[config.mk]
export PLATFORM = sky130hd
export DESIGN_NAME = crg_div
export DESIGN_NICKNAME = d
export VERILOG_FILES = /design/src/sv/crg_pkg.sv /design/src/sv/crg_div.sv
export SDC_FILE = /design/constraint.sdc
export NUM_CORES = 2
export LEC_CHECK = 0
export ABC_CLOCK_PERIOD_IN_PS = 7000
export BUFFER_PORTS_ARGS = -buffer_cell sky130_fd_sc_hd__buf_2
export CORE_MARGIN = 2
export CORE_UTILIZATION = 30
export CTS_CLUSTER_SIZE = 14
export DETAILED_ROUTE_END_ITERATION = 8
export SYNTH_ARGS = -nofsm -noshare
export SYNTH_HDL_FRONTEND = slang
export SYNTH_SLANG_ARGS = --single-unit
export TNS_END_PERCENT = 30
[constraint.sdc]
create_clock -name clk -period 7 [get_ports clk]
set_input_delay 0.35 -clock clk [delete_from_list [all_inputs] [get_ports clk]]
set_output_delay 0.35 -clock clk [all_outputs]
set_load 0.01 [all_outputs]
[src/sv/crg_pkg.sv]
// Shared constants and types of the camera ray generator.
`timescale 1ns / 1ps

package crg_pkg;

    localparam int COORD_BITS_DEF = 12;
    localparam int NUM_REGS       = 8;
    localparam int CFG_INDEX_BITS = 3;
    localparam int CFG_DATA_BITS  = 64;
    localparam int WORD_BITS      = 32;
    localparam int PITCH_BITS     = 31;
    localparam int SHIFT_BITS     = 6;
    localparam int Z_SHIFT        = 14;

    localparam int SQRT_STEPS = 32;
    localparam int SQRT_LAT   = SQRT_STEPS + 1;
    localparam int DIV_STEPS  = 31;
    localparam int DIV_LAT    = DIV_STEPS + 1;

    typedef enum logic [CFG_INDEX_BITS-1:0] {
        REG_ROW0_LEFT  = 3'd0,
        REG_ROW0_RIGHT = 3'd1,
        REG_ROW1_LEFT  = 3'd2,
        REG_ROW1_RIGHT = 3'd3,
        REG_ROW2_LEFT  = 3'd4,
        REG_ROW2_RIGHT = 3'd5,
        REG_HALF       = 3'd6,
        REG_PITCH      = 3'd7
    } cfg_reg_t;

    localparam logic [CFG_DATA_BITS-1:0] REG_RESET [0:NUM_REGS-1] = '{
        64'h0000_0001_0000_0000,
        64'h0000_0000_0000_0000,
        64'h0000_0000_0001_0000,
        64'h0000_0000_0000_0000,
        64'h0000_0000_0000_0000,
        64'h0001_0000_0000_0000,
        64'h0001_0000_0001_0000,
        64'h0000_0000_0001_0000
    };

    typedef struct packed {
        logic       valid;
        logic       degen;
        logic [2:0] neg;
    } ray_ctrl_t;

    typedef struct packed {
        ray_ctrl_t                  ctrl;
        logic [2:0][WORD_BITS-1:0] mag;
    } ray_side_t;

endpackage

[src/sv/crg_div.sv]
// Pipelined rounding divider for one direction component, one quotient bit per stage.
`timescale 1ns / 1ps

module crg_div (
    input  logic                              clk,
    input  logic                              en,
    input  logic [crg_pkg::WORD_BITS-1:0]     mag,
    input  logic [crg_pkg::WORD_BITS-1:0]     divisor,
    output logic [crg_pkg::DIV_STEPS-1:0]     quotient
);

    localparam int STEPS = crg_pkg::DIV_STEPS;
    localparam int W     = crg_pkg::WORD_BITS;
    localparam int NW    = W + 30;

    logic [NW-1:0]    num;
    logic [W-1:0]     rem_reg [0:STEPS];
    logic [W-1:0]     den_reg [0:STEPS];
    logic [STEPS-1:0] low_reg [0:STEPS];

    assign num = {mag, 30'b0} + {{(NW-W+1){1'b0}}, divisor[W-1:1]};

    always_ff @(posedge clk)
    begin
        if (en)
        begin
            rem_reg[0] <= {{(W-(NW-STEPS)){1'b0}}, num[NW-1:STEPS]};
            low_reg[0] <= num[STEPS-1:0];
            den_reg[0] <= divisor;
        end
    end

    genvar i;
    generate
        for (i = 0; i < STEPS; i++)
        begin : g_step
            logic [W:0] shifted;
            logic [W:0] diff;
            logic       take;

            assign shifted = {rem_reg[i], low_reg[i][STEPS-1]};
            assign diff    = shifted - {1'b0, den_reg[i]};
            assign take    = shifted >= {1'b0, den_reg[i]};

            always_ff @(posedge clk)
            begin
                if (en)
                begin
                    rem_reg[i+1] <= take ? diff[W-1:0] : shifted[W-1:0];
                    low_reg[i+1] <= {low_reg[i][STEPS-2:0], take};
                    den_reg[i+1] <= den_reg[i];
                end
            end
        end
    endgenerate

    assign quotient = low_reg[STEPS];

endmodule

Word level (Yosys, flattened, before mapping)

Memory sizes are Yosys's and may differ from the RTL's.
Index checks and enable logic that the tools add are counted.

$add $sub $neg: 32
Multipliers: 0
Divide/modulo/power cells: 0
Order comparisons: 31
Eq/ne operators: 0
Shift-type cells: 0
Mux-type cells: 33
Bitwise logic cells: 0
Reduce and logical (&&, ||, !) cells: 0

Operator list:

| operator         | count |
|---|---|
| $ge A33 B32 Y1   | 31 |
| $mux W32         | 31 |
| $sub A32 B32 Y32 | 31 |
| $add A62 B31 Y62 | 1 |
| $mux W1          | 2 |

Bits in registers: 0
Bits in latches: 0
RAM bits: 3040
Bits in read-only memories: 0
Memories: 3

Memories:

| name    | depth | width | rd ports | clocked after memory_dff | wr ports | line          | source |
|---|---|---|---|---|---|---|---|
| den_reg | 32    | 32    | 31       | 0                        | 32       | crg_div.sv:18 | `logic [W-1:0] den_reg [0:STEPS];` |
| rem_reg | 32    | 32    | 31       | 0                        | 32       | crg_div.sv:17 | `logic [W-1:0] rem_reg [0:STEPS];` |
| low_reg | 32    | 31    | 32       | 0                        | 32       | crg_div.sv:19 | `logic [STEPS-1:0] low_reg [0:STEPS];` |

Longest topological paths before layout

Depth in word-level cells: 2
Gate-level depth with buffers: 16
Gate-level depth less buffers: 14

Worst setup path after synthesis

OpenSTA, ideal clock, no wires.

Path kind: register to register
Start: memory den_reg[1][352] (netlist bit)
End: memory rem_reg[28][30] (netlist bit), data pin
Library setup time: 0.262 ns
Arrival: 3.252 ns
Required time: 6.738 ns
Slack: 3.486 ns
Stages on the path, launching flop included: 14
Path buffers: 0
Period minus slack after synthesis: 3.514 ns
Cell sequence: edfxtp_1 > ha_1 > fa_1 > nor2b_1 > o21ai_1 > a21boi_0 > nor2b_1 > o31ai_1 > a311oi_1 > a211o_1 > o21a_1 > o21ai_0 > xor2_1 > mux2_1

RTL lines:

| element            | line |
|---|---|
| start: declaration | crg_div.sv:18 |
| end: declaration   | crg_div.sv:17 |

==> flow_summary.json <==
{
  "die_w_um": 679.8,
  "largest_reg_flops": 992,
  "post_dp_cell_area_sq_um": 144600,
  "ir_worst_vdd_v": 0.0002164,
  "synth-edff-count": 2480,
  "syn-cell-area_sq_um": 137000,
  "drive_gt1_frac": 0.08545,
  "startpoint_type": "flop",
  "powerDensity_nw_per_um2": 464.9,
  "final_nets": 13178,
  "initial_core_util": 0.3007,
  "htreeDepth": 5,
  "p_sw_frac": 0.3714,
  "synth_most_common_cell": "edfxtp_1",
  "worstSkewPairLatency_ns": 0.90,
  "grtUsageMet2": 0.2300,
  "avgRoutedWirePerCell_um": 16.52,
  "timing.slew.headroom": 0.2173,
  "endpoint_kind": "flop",
  "p_leak_nw": 61.63,
  "power.internal_mw": 45.08,
  "pre_cts_ws_ns": 2.248,
  "clkPwrFrac": 0.198,
  "p_switching_mw": 26.63,
  "drc": 0,
  "power_frac_seq": 0.343,
  "layout_setup_ws_ns": 2.234,
  "setup-tns-final_ns": 0,
  "syn_area_per_cell_sq_um": 11.58,
  "setup_viol": 0,
  "grt_usage": 0.1266,
  "fin_total_pwr_mw": 71.72,
  "synth_nets": 12918,
  "cts.path.max_buffers": 4,
  "fin_skew_ns": 0.07664,
  "syn_to_final_growth_pct": 12.60,
  "vias_per_cell": 4.813,
  "clkTransAtPathRegs_ns": 0.06,
  "hp-class": "in2reg",
  "die_h_um": 679.8,
  "busiest_layer": "met2",
  "yosys-top-cells-area": "edfxtp_1, ha_1, inv_1, a21oi_1, xnor2_1",
  "synthArstFlopShare": 0,
  "fin_crit_ns": 4.766,
  "core-area_sq_um": 455500,
  "max_slew.worst_pin.slew_ns": 1.170,
  "synthFlopType": "edfxtp_1",
  "die_area_sq_um": 462100,
  "yosysWarnings": 0,
  "grt_start_max_net_pins": 177,
  "grt_setup_unrepaired": "false",
  "first_iter_violations": 5846,
  "critPathKind": "reg2reg",
  "ioPinCount": 97,
  "path_max_fanout": 36,
  "combinationalPowerShare": 0.459,
  "maxCapViolCount": 0,
  "required_ns": 7.63,
  "hold_viol": 0,
  "met1_usage": 0.1510,
  "final_area_sq_um": 154300,
  "maxSlewViolCount": 0,
  "dr.pass1.iters": 6,
  "yosysSeqAreaShare": 0.5436,
  "grt_util_met3": 0.01419,
  "holdWs_ns": 0.09478,
  "yosys.area.top_type": "edfxtp_1",
  "grt_pass1_vias": 86784,
  "critical_path_arrival_ns": 5.39,
  "cts_tree": "built",
  "overflow": 0,
  "netlist.area_leader.share": 0.5436,
  "fin_util": 0.3386,
  "antenna_left": 0,
  "port-buffer-count": 96,
  "synthCells": 11828,
  "cts_setup_buffers": 0,
  "numCtsBuffers": 278,
  "hold_buffers": 86,
  "cts_resized": 0,
  "status": "finished clean",
  "rows": 248,
  "root_buffer": "clkbuf_16",
  "final_cells": 18300,
  "period_share": 0.6808,
  "ys_seq_elements": 2480,
  "dpl.cell_count": 17722,
  "fillCellCount": 44935,
  "fmax_mhz": 209.8,
  "dp_hpwl_um": 226400,
  "ys_top_cells_by_count": "edfxtp_1, inv_1, ha_1",
  "grt_pass1_wl_um": 474900,
  "synth.distinct_cells": 104,
  "antenna_found_initial": 2,
  "clock-sinks": 2480,
  "gp_congestion": 0.8829,
  "num_vias": 88085,
  "routed_wl_um": 302400
}
==> final timing paths <==
check                       from              end  slack (ns)  depth (start not counted)
setup / recovery  rem_reg[21][3]   rem_reg[22][4]        2.23                         12
hold / removal                en  den_reg[0][302]        0.09                          1
setup reg to reg  rem_reg[21][3]   rem_reg[22][4]        2.23                         12
hold reg to reg   low_reg[6][93]    low_reg[7][1]        0.37                          0
==> final cells by class <==
cell class,count,area [sq um],area share
flip-flops and latches,2480,74470,0.4828
clock buffers,329,7233,0.04689
multi-input cells,7878,56970,0.3694
clock inverters,162,1551,0.01006
repair buffers,254,2024,0.01312
inverters,1196,4489,0.02910
well taps,6000,7507,0.04867
diodes,1,2.502,0.00001622
==> power groups by stage <==
stage                     clock network [mW]  logic, mW  registers, mW
final                                   14.2       32.9           24.6
after global routing                    15.2       36.7           25.0
after CTS                               14.6       32.9           24.7
after detailed placement                   0       32.6           24.9
after global placement                     0       32.3           25.0
after floorplan                            0       25.8           23.6
==> per-layer routing <==
layer | part of all wire | routed length (um) | vias to the layer above
li1 | - | - | 43984
met1 | 0.42 | 126500 | 41781
met2 | 0.50 | 152200 | 1703
met3 | 0.035 | 10490 | 617
met4 | 0.044 | 13200 | 0
met5 | 0 | 0 | -
==> logic make-up (layout without fill, tap and decap cells) <==
kind of cell | count (synthesis) | in the layout | share of synthesized area
buffers and inverters | 1470 | 1941 | 0.04218
flip-flops | 2480 | 2480 | 0.5436
adder cells (fa/ha/maj) | 1024 | 1024 | 0.09517
multiplexers | 424 | 424 | 0.03596
other | 0 | 1 | 0
AND/OR/NAND/NOR | 2464 | 2464 | 0.08620
XOR/XNOR | 839 | 839 | 0.05364
AO/OA/AOI/OAI | 3127 | 3127 | 0.1432
==> critical path, cell delays in order, from the launching register on <==
cell and delay [ns]:
edfxtp_1 0.41, ha_1 0.38, a211o_1 0.29, and3_1 0.19
o311a_1 0.33, o22ai_1 0.38, o21ai_1 0.23, and2_1 0.22
a221oi_1 0.36, o21ai_1 0.17, a41oi_4 0.84, buf_4 0.34
mux2_2 0.35
==> cells in the final DEF (no fill, tap or decap), types with 95 or more instances in the layout <==
| cell | n |
|---|---|
| edfxtp_1 | 2480 |
| inv_1 | 1195 |
| ha_1 | 994 |
| a21oi_1 | 894 |
| o21ai_0 | 804 |
| nand2_1 | 803 |
| nor2_1 | 549 |
| xnor2_1 | 510 |
| a21o_1 | 504 |
| xor2_1 | 329 |
| mux2_2 | 323 |
| clkbuf_16 | 282 |
| nand3_1 | 183 |
| o21a_1 | 166 |
| nor2b_1 | 160 |
| nand4_1 | 150 |
| nand2b_1 | 146 |
| nor3_1 | 140 |
| o21bai_1 | 112 |
| buf_2 | 95 |
(Power assumes the default switching activity.)
