**src/sv/crg_pkg.sv**
```systemverilog
// Shared constants and types of the camera ray generator.
`timescale 1ns / 1ps

package crg_pkg;

    localparam int COORD_BITS_DEF = 12;
    localparam int NUM_REGS       = 8;
    localparam int CFG_INDEX_BITS = 3;
    localparam int CFG_DATA_BITS  = 64;
    localparam int WORD_BITS      = 32;
    localparam int PITCH_BITS     = 31;
    localparam int SHIFT_BITS     = 6;
    localparam int Z_SHIFT        = 14;

    localparam int SQRT_STEPS = 32;
    localparam int SQRT_LAT   = SQRT_STEPS + 1;
    localparam int DIV_STEPS  = 31;
    localparam int DIV_LAT    = DIV_STEPS + 1;

    typedef enum logic [CFG_INDEX_BITS-1:0] {
        REG_ROW0_LEFT  = 3'd0,
        REG_ROW0_RIGHT = 3'd1,
        REG_ROW1_LEFT  = 3'd2,
        REG_ROW1_RIGHT = 3'd3,
        REG_ROW2_LEFT  = 3'd4,
        REG_ROW2_RIGHT = 3'd5,
        REG_HALF       = 3'd6,
        REG_PITCH      = 3'd7
    } cfg_reg_t;

    localparam logic [CFG_DATA_BITS-1:0] REG_RESET [0:NUM_REGS-1] = '{
        64'h0000_0001_0000_0000,
        64'h0000_0000_0000_0000,
        64'h0000_0000_0001_0000,
        64'h0000_0000_0000_0000,
        64'h0000_0000_0000_0000,
        64'h0001_0000_0000_0000,
        64'h0001_0000_0001_0000,
        64'h0000_0000_0001_0000
    };

    typedef struct packed {
        logic       valid;
        logic       degen;
        logic [2:0] neg;
    } ray_ctrl_t;

    typedef struct packed {
        ray_ctrl_t                  ctrl;
        logic [2:0][WORD_BITS-1:0] mag;
    } ray_side_t;

endpackage

```
**src/sv/crg_sqrt.sv**
```systemverilog
// Pipelined 64-bit integer square root, one result bit per stage.
`timescale 1ns / 1ps

module crg_sqrt (
    input  logic                            clk,
    input  logic                            en,
    input  logic [63:0]                     radicand,
    output logic [crg_pkg::WORD_BITS-1:0]   root
);

    localparam int STEPS = crg_pkg::SQRT_STEPS;

    logic [63:0] n_reg   [0:STEPS];
    logic [63:0] res_reg [0:STEPS];

    always_ff @(posedge clk)
    begin
        if (en)
        begin
            n_reg[0]   <= radicand;
            res_reg[0] <= '0;
        end
    end

    genvar i;
    generate
        for (i = 0; i < STEPS; i++)
        begin : g_step
            localparam logic [63:0] BIT = 64'd1 << (62 - 2 * i);
            logic [63:0] trial;

            assign trial = res_reg[i] + BIT;

            always_ff @(posedge clk)
            begin
                if (en)
                begin
                    if (n_reg[i] >= trial)
                    begin
                        n_reg[i+1]   <= n_reg[i] - trial;
                        res_reg[i+1] <= (res_reg[i] >> 1) + BIT;
                    end
                    else
                    begin
                        n_reg[i+1]   <= n_reg[i];
                        res_reg[i+1] <= res_reg[i] >> 1;
                    end
                end
            end
        end
    endgenerate

    assign root = res_reg[STEPS][crg_pkg::WORD_BITS-1:0];

endmodule

```
**config.mk**
```make
export PLATFORM = sky130hd
export DESIGN_NAME = crg_sqrt
export DESIGN_NICKNAME = d
export VERILOG_FILES = /design/src/sv/crg_pkg.sv /design/src/sv/crg_sqrt.sv
export SDC_FILE = /design/constraint.sdc
export NUM_CORES = 2
export LEC_CHECK = 0
export BUFFER_PORTS_ARGS = -buffer_cell sky130_fd_sc_hd__buf_2
export CAP_MARGIN = 10
export CELL_PAD_IN_SITES_DETAIL_PLACEMENT = 1
export CELL_PAD_IN_SITES_GLOBAL_PLACEMENT = 1
export CORE_MARGIN = 2
export CORE_UTILIZATION = 30
export DETAILED_ROUTE_END_ITERATION = 8
export PLACE_DENSITY_LB_ADDON = 0.1
export REMOVE_ABC_BUFFERS = 1
export SLEW_MARGIN = 20
export SYNTH_ARGS = -nofsm -noshare
export SYNTH_HDL_FRONTEND = slang
export SYNTH_MEMORY_MAX_BITS = 65536
export SYNTH_SLANG_ARGS = --single-unit
export TNS_END_PERCENT = 50
```
**constraint.sdc**
```tcl
create_clock -name clk -period 5 [get_ports clk]
set_input_delay 0.25 -clock clk [delete_from_list [all_inputs] [get_ports clk]]
set_output_delay 0.25 -clock clk [all_outputs]
set_load 0.01 [all_outputs]
```
# ---- Word level (Yosys, flattened, before mapping)
# Memory sizes are Yosys's and may differ from the RTL's.
# Cells that the tools add are included.
# Widths: inputs -> output; s select.
dict set report word_totals {
  wordCells 452
  out_inout_bits 32
  mem_count 2
  mem_bits_rw 4224
  ff_bits 0
}
# name depth width rd rd_clocked_by_memory_dff wr line_no
set mem_list {}
lappend mem_list {n_reg 33 64 32 0 33 crg_sqrt.sv:13} ;# logic [63:0] n_reg [0:STEPS];
lappend mem_list {res_reg 33 64 33 0 33 crg_sqrt.sv:14} ;# logic [63:0] res_reg [0:STEPS];
dict set report classes {
  n_mux 258
  order_cmp 32
  n_addsub 96
  n_bitwise 64
}
# operator count
set op_table {}
lappend op_table {{$mux 64} 64}
lappend op_table {{$ge 64x64->1} 32}
lappend op_table {{$sub 64x64->64} 32}
lappend op_table {{$mux 1} 194}
lappend op_table {{$add 63x1->64 const B} 1}
lappend op_table {{$add 63x11->64 const B} 1}
lappend op_table {{$add 63x13->64 const B} 1}
lappend op_table {{$add 63x15->64 const B} 1}
lappend op_table {{$add 63x17->64 const B} 1}
lappend op_table {{$add 63x19->64 const B} 1}
lappend op_table {{$add 63x21->64 const B} 1}
lappend op_table {{$add 63x23->64 const B} 1}
lappend op_table {{$add 63x25->64 const B} 1}
lappend op_table {{$add 63x27->64 const B} 1}
lappend op_table {{$add 63x29->64 const B} 1}
lappend op_table {{$add 63x3->64 const B} 1}
lappend op_table {{$add 63x31->64 const B} 1}
lappend op_table {{$add 63x33->64 const B} 1}
lappend op_table {{$add 63x35->64 const B} 1}
lappend op_table {{$add 63x37->64 const B} 1}
lappend op_table {{$add 63x39->64 const B} 1}
lappend op_table {{$add 63x41->64 const B} 1}
lappend op_table {{$add 63x43->64 const B} 1}
lappend op_table {{$add 63x45->64 const B} 1}
lappend op_table {{other kinds (45)} 108}

# ---- Logic depth before layout (Yosys ltp)
dict set report logic_depth {
  ltp_word 6
  mapped_depth 14
  ltp_nobuf 13
}

# ---- Worst setup path before layout
# OpenSTA, ideal clock, no wires.
dict set report synth_timing {
  kind {in2reg}
  from {input port en}
  to {memory n_reg[31][0] (enable)}
  arrival_ns 3.871
  required_time_ns 4.513
  path_stages 5
  path_slack_ns 0.641
  path_buffers 5
  path_cell_list {clkbuf_1 -> clkbuf_1 -> clkbuf_1 -> clkbuf_1 -> clkbuf_1}
}
# item line_no
set synth_lines {}
lappend synth_lines {{start, declared} crg_sqrt.sv:6} ;# input logic en,
lappend synth_lines {{end, declared} crg_sqrt.sv:13}

==> results.cfg <==
[synth]
muxShareOfSynthArea = 0.00744
synth_top_family_by_area = simple AND/OR/NAND/NOR gates
yosys-top-cells-area = edfxtp_1, ha_1, xor2_1
ys.flop_type = edfxtp_1
synth_compound_area_frac = 0.0943
ys_ff_latch = 2576
synth_adder_area_share = 0.0567
synth_xor_area_frac = 0.0634
syn_inst = 9793
synth_area_leader_cell = edfxtp_1
netlist_area_um2 = 123000
synthArstFlopShare = 0
synth.distinct_cells = 91
seq_area_frac_synth = 0.628
synth_top_area_frac = 0.628
ys_warn_count = 0
synth-edff-count = 2576
synth_simple_gate_area_frac = 0.122
avgSynthCellArea_um2 = 12.6

[placed_design]
dp_hpwl_um = 305000
numPortBuffers = 97
dp_slack_ns = 0.507
placed_area_um2 = 131000
dpl.cell_count = 15300
place.gp.congestion = 0.855

[global_routing]
gr-total-overflow = 0
grt_pass1_wl_um = 581000
grt_usage = 0.187
grt_pass1_vias = 83600
grt_max_degree = 191
grt_antenna_before_repair = 23

[clock_tree]
cts_made_buffers = 313
cts-resized-gates = 0
cts_tree = yes
max-clock-path-buffers = 4
root_buffer = clkbuf_16
cts_max_level = 5
clkSinkCount = 2576
insertion_delay_ns = 0.95
path_clk_slew_ns = 0.06
cts_setup_buffers = 0

[pwr]
p_clk_frac = 0.351
irDropWorstVdd_uv = 257
p_int_mw = 46.4
combinationalPowerShare = 0.202
p_leak_nw = 52.3
powerDensity_nw_per_um2 = 467
power_switching_mw = 20.4
pwr-share-seq = 0.447
switching_share = 0.305

[detailed_routing]
first_pass_iters = 5
drt_iter0_markers = 5502
routed_wl_um = 396000
routedWlPerCell_um = 24.8
drtAntennaViolNets = 0
viasPerCell = 5.03
drc_errors = 0
vias = 80200

[flow_run]
maxCapViolations = 0

[sta]
hold_violations = 0
fmax_mhz = 221
fin_skew_ns = 0.0913
fin_crit_sh = 0.905
slew_viol_final = 0
timing.final.crit_period_ns = 4.53
rsz0062_at_grt = no
setup_viol = 0
slew_headroom = 0.254
fin_ws_ns = 0.473
worstMarginPinSlew_ns = 1.10

[critical_path]
cp_common_cell = and3_1
r2r-end = n_reg[28][55]
cp_data_arrival_time_ns = 5.13
endpoint_kind = register
crit_type = reg -> reg
path_delay_family = simple AND/OR/NAND/NOR gates
max_stage_delay_ns = 0.72
critPathRequiredTime_ns = 5.60
crit_fanout = 6
crit_slowest_cell = a31oi_1
r2r-start = n_reg[27][21]
startpoint_type = register
path_cells = ha_1, and3_1, and4_1, and3_1, o21ai_0, a31oi_1, a2111oi_4, a211o_1, or4b_1, nor4_1, xor2_1
reg2reg_setup_slack_ns = 0.47
cp_num_buf_inv = 0
reg2reg_depth = 11

[floorplan]
fp.coreArea_um2 = 409000
std_cell_rows = 235
dieWidth_um = 645
dieHeight_um = 645
die-area_um2 = 416000
num_io_pins = 98
initial_core_util = 0.301

[worst_hold_path]
hp-class = in -> reg
holdPathStages = 2
whs_endpoint = n_reg[0][43]
min-delay-start = radicand[43]

[final_layout]
layout-drive-gt1-share = 0.0834
fin_area_um2 = 143000
largest_reg_flops = 2048
n_fill_cell = 43500
area_delta_synth_final_pct = 15.9
fin_cells = 16000
nets = 10900

[run_status]
run_status = finished clean
synth_stat cells, drive strengths merged (40+ instances only):
| master | count |
|---|---|
| a211oi | 41 |
| o21a | 108 |
| or2 | 49 |
| o21ai | 570 |
| nand4 | 186 |
| nand3 | 157 |
| nor3 | 264 |
| xnor2 | 422 |
| and3 | 45 |
| nor4b | 59 |
| nor2 | 545 |
| mux2 | 72 |
| a21o | 238 |
| o31ai | 49 |
| o21bai | 49 |
| nor4 | 351 |
| or3 | 115 |
| edfxtp | 2576 |
| clkbuf | 217 |
| a31oi | 40 |
| or4 | 77 |
| a21oi | 534 |
| ha | 558 |
| nand2b | 98 |
| xor2 | 470 |
| nand2 | 715 |
| nor2b | 76 |
| inv | 683 |
metrics by stage:
| step | setup TNS, ns | hold slack, ns | util | total power, mW |
|---|---|---|---|---|
| 2_1_floorplan | -30.11 | 0.349 | - | 37.9 |
| 3_3_place_gp | 0 | 0.426 | 0.320 | 43.6 |
| 3_5_place_dp | 0 | 0.426 | 0.320 | 43.7 |
| 4_1_cts | 0 | 0.00298 | 0.349 | 67.6 |
| 5_1_grt | 0 | 0.0775 | 0.349 | 69.9 |
| 6_report | 0 | 0.114 | 0.349 | 66.7 |
layout by cell type (no fill, tap or decap), types with 26 or more instances in the layout:
| cell type | instances |
|---|---|
| or4_1 | 76 |
| and3_1 | 45 |
| o21a_1 | 108 |
| nand3b_1 | 33 |
| xor2_1 | 470 |
| o21ai_0 | 564 |
| a21oi_1 | 533 |
| ha_1 | 558 |
| nand2b_1 | 98 |
| a21o_1 | 238 |
| clkinv_1 | 56 |
| o21bai_1 | 49 |
| nor4_1 | 337 |
| o211ai_1 | 34 |
| o31ai_1 | 48 |
| nor2_1 | 543 |
| dlygate4sd3_1 | 128 |
| a211oi_1 | 41 |
| clkbuf_1 | 58 |
| or2_2 | 48 |
| clkbuf_16 | 316 |
| mux2_2 | 68 |
| nand2_1 | 715 |
| xnor2_1 | 422 |
| inv_1 | 683 |
| and2_1 | 26 |
| nand3_1 | 156 |
| buf_2 | 97 |
| nor4b_1 | 58 |
| nor2b_1 | 76 |
| buf_4 | 130 |
| a31oi_1 | 38 |
| clkinv_2 | 36 |
| bufinv_16 | 43 |
| edfxtp_1 | 2576 |
| nor3_1 | 261 |
| nand4_1 | 185 |
| or3_1 | 113 |
layout make-up:
cell class | count | area [um2] | area share
flip-flops and latches | 2576 | 77400 | 0.542
clock inverters | 188 | 2340 | 0.0164
diodes | 9 | 22.5 | 0.000158
clock buffers | 374 | 8130 | 0.0569
inverters | 683 | 2560 | 0.0180
well taps | 5451 | 6820 | 0.0478
repair buffers | 368 | 3010 | 0.0211
multi-input cells | 6302 | 42500 | 0.298
timing repair:
action,in CTS,in global routing
setup endpoints to repair,0,0
hold buffers,128,0
hold endpoints to repair,98,0
kinds of logic after synthesis:
logic type | count (synthesis)
muxes | 81
and+or+nand+nor | 2893
DFF | 2576
adders and majority gates | 558
xor gates and xnor gates | 892
buffers and inverters | 915
AOI/OAI and AO/OA | 1878
how the worst max path moves through the flow:
stage | start | end | slack (ns) | depth (start not counted)
final | n_reg[27][21] | n_reg[28][55] | 0.47 | 11
after global routing | n_reg[27][23] | n_reg[28][55] | 0.27 | 11
after CTS | n_reg[27][21] | n_reg[28][55] | 0.50 | 11
after detailed placement | n_reg[27][21] | n_reg[28][55] | 0.51 | 11
after global placement | n_reg[27][35] | n_reg[28][40] | 0.54 | 9
after floorplan | n_reg[20][27] | n_reg[21][52] | -0.85 | 11
power groups by stage:
| stage | Combinational (mW) | Clock [mW] | Sequential [mW] |
|---|---|---|---|
| 4_1_cts | 13.6 | 24.2 | 29.9 |
| 2_1_floorplan | 9.03 | 0 | 28.8 |
| 6_report | 13.5 | 23.4 | 29.8 |
| 3_5_place_dp | 13.4 | 0 | 30.3 |
| 5_1_grt | 15.0 | 24.8 | 30.1 |
| 3_3_place_gp | 13.3 | 0 | 30.3 |
layer usage:
metal | vias up | GRT usage | share of wire
met5 | - | 0 | 0
met4 | 0 | 0.0420 | 0.022
met3 | 434 | 0.0204 | 0.034
met2 | 1306 | 0.312 | 0.47
met1 | 40800 | 0.260 | 0.47
li1 | 37700 | - | -
(Power assumes the default switching activity.)
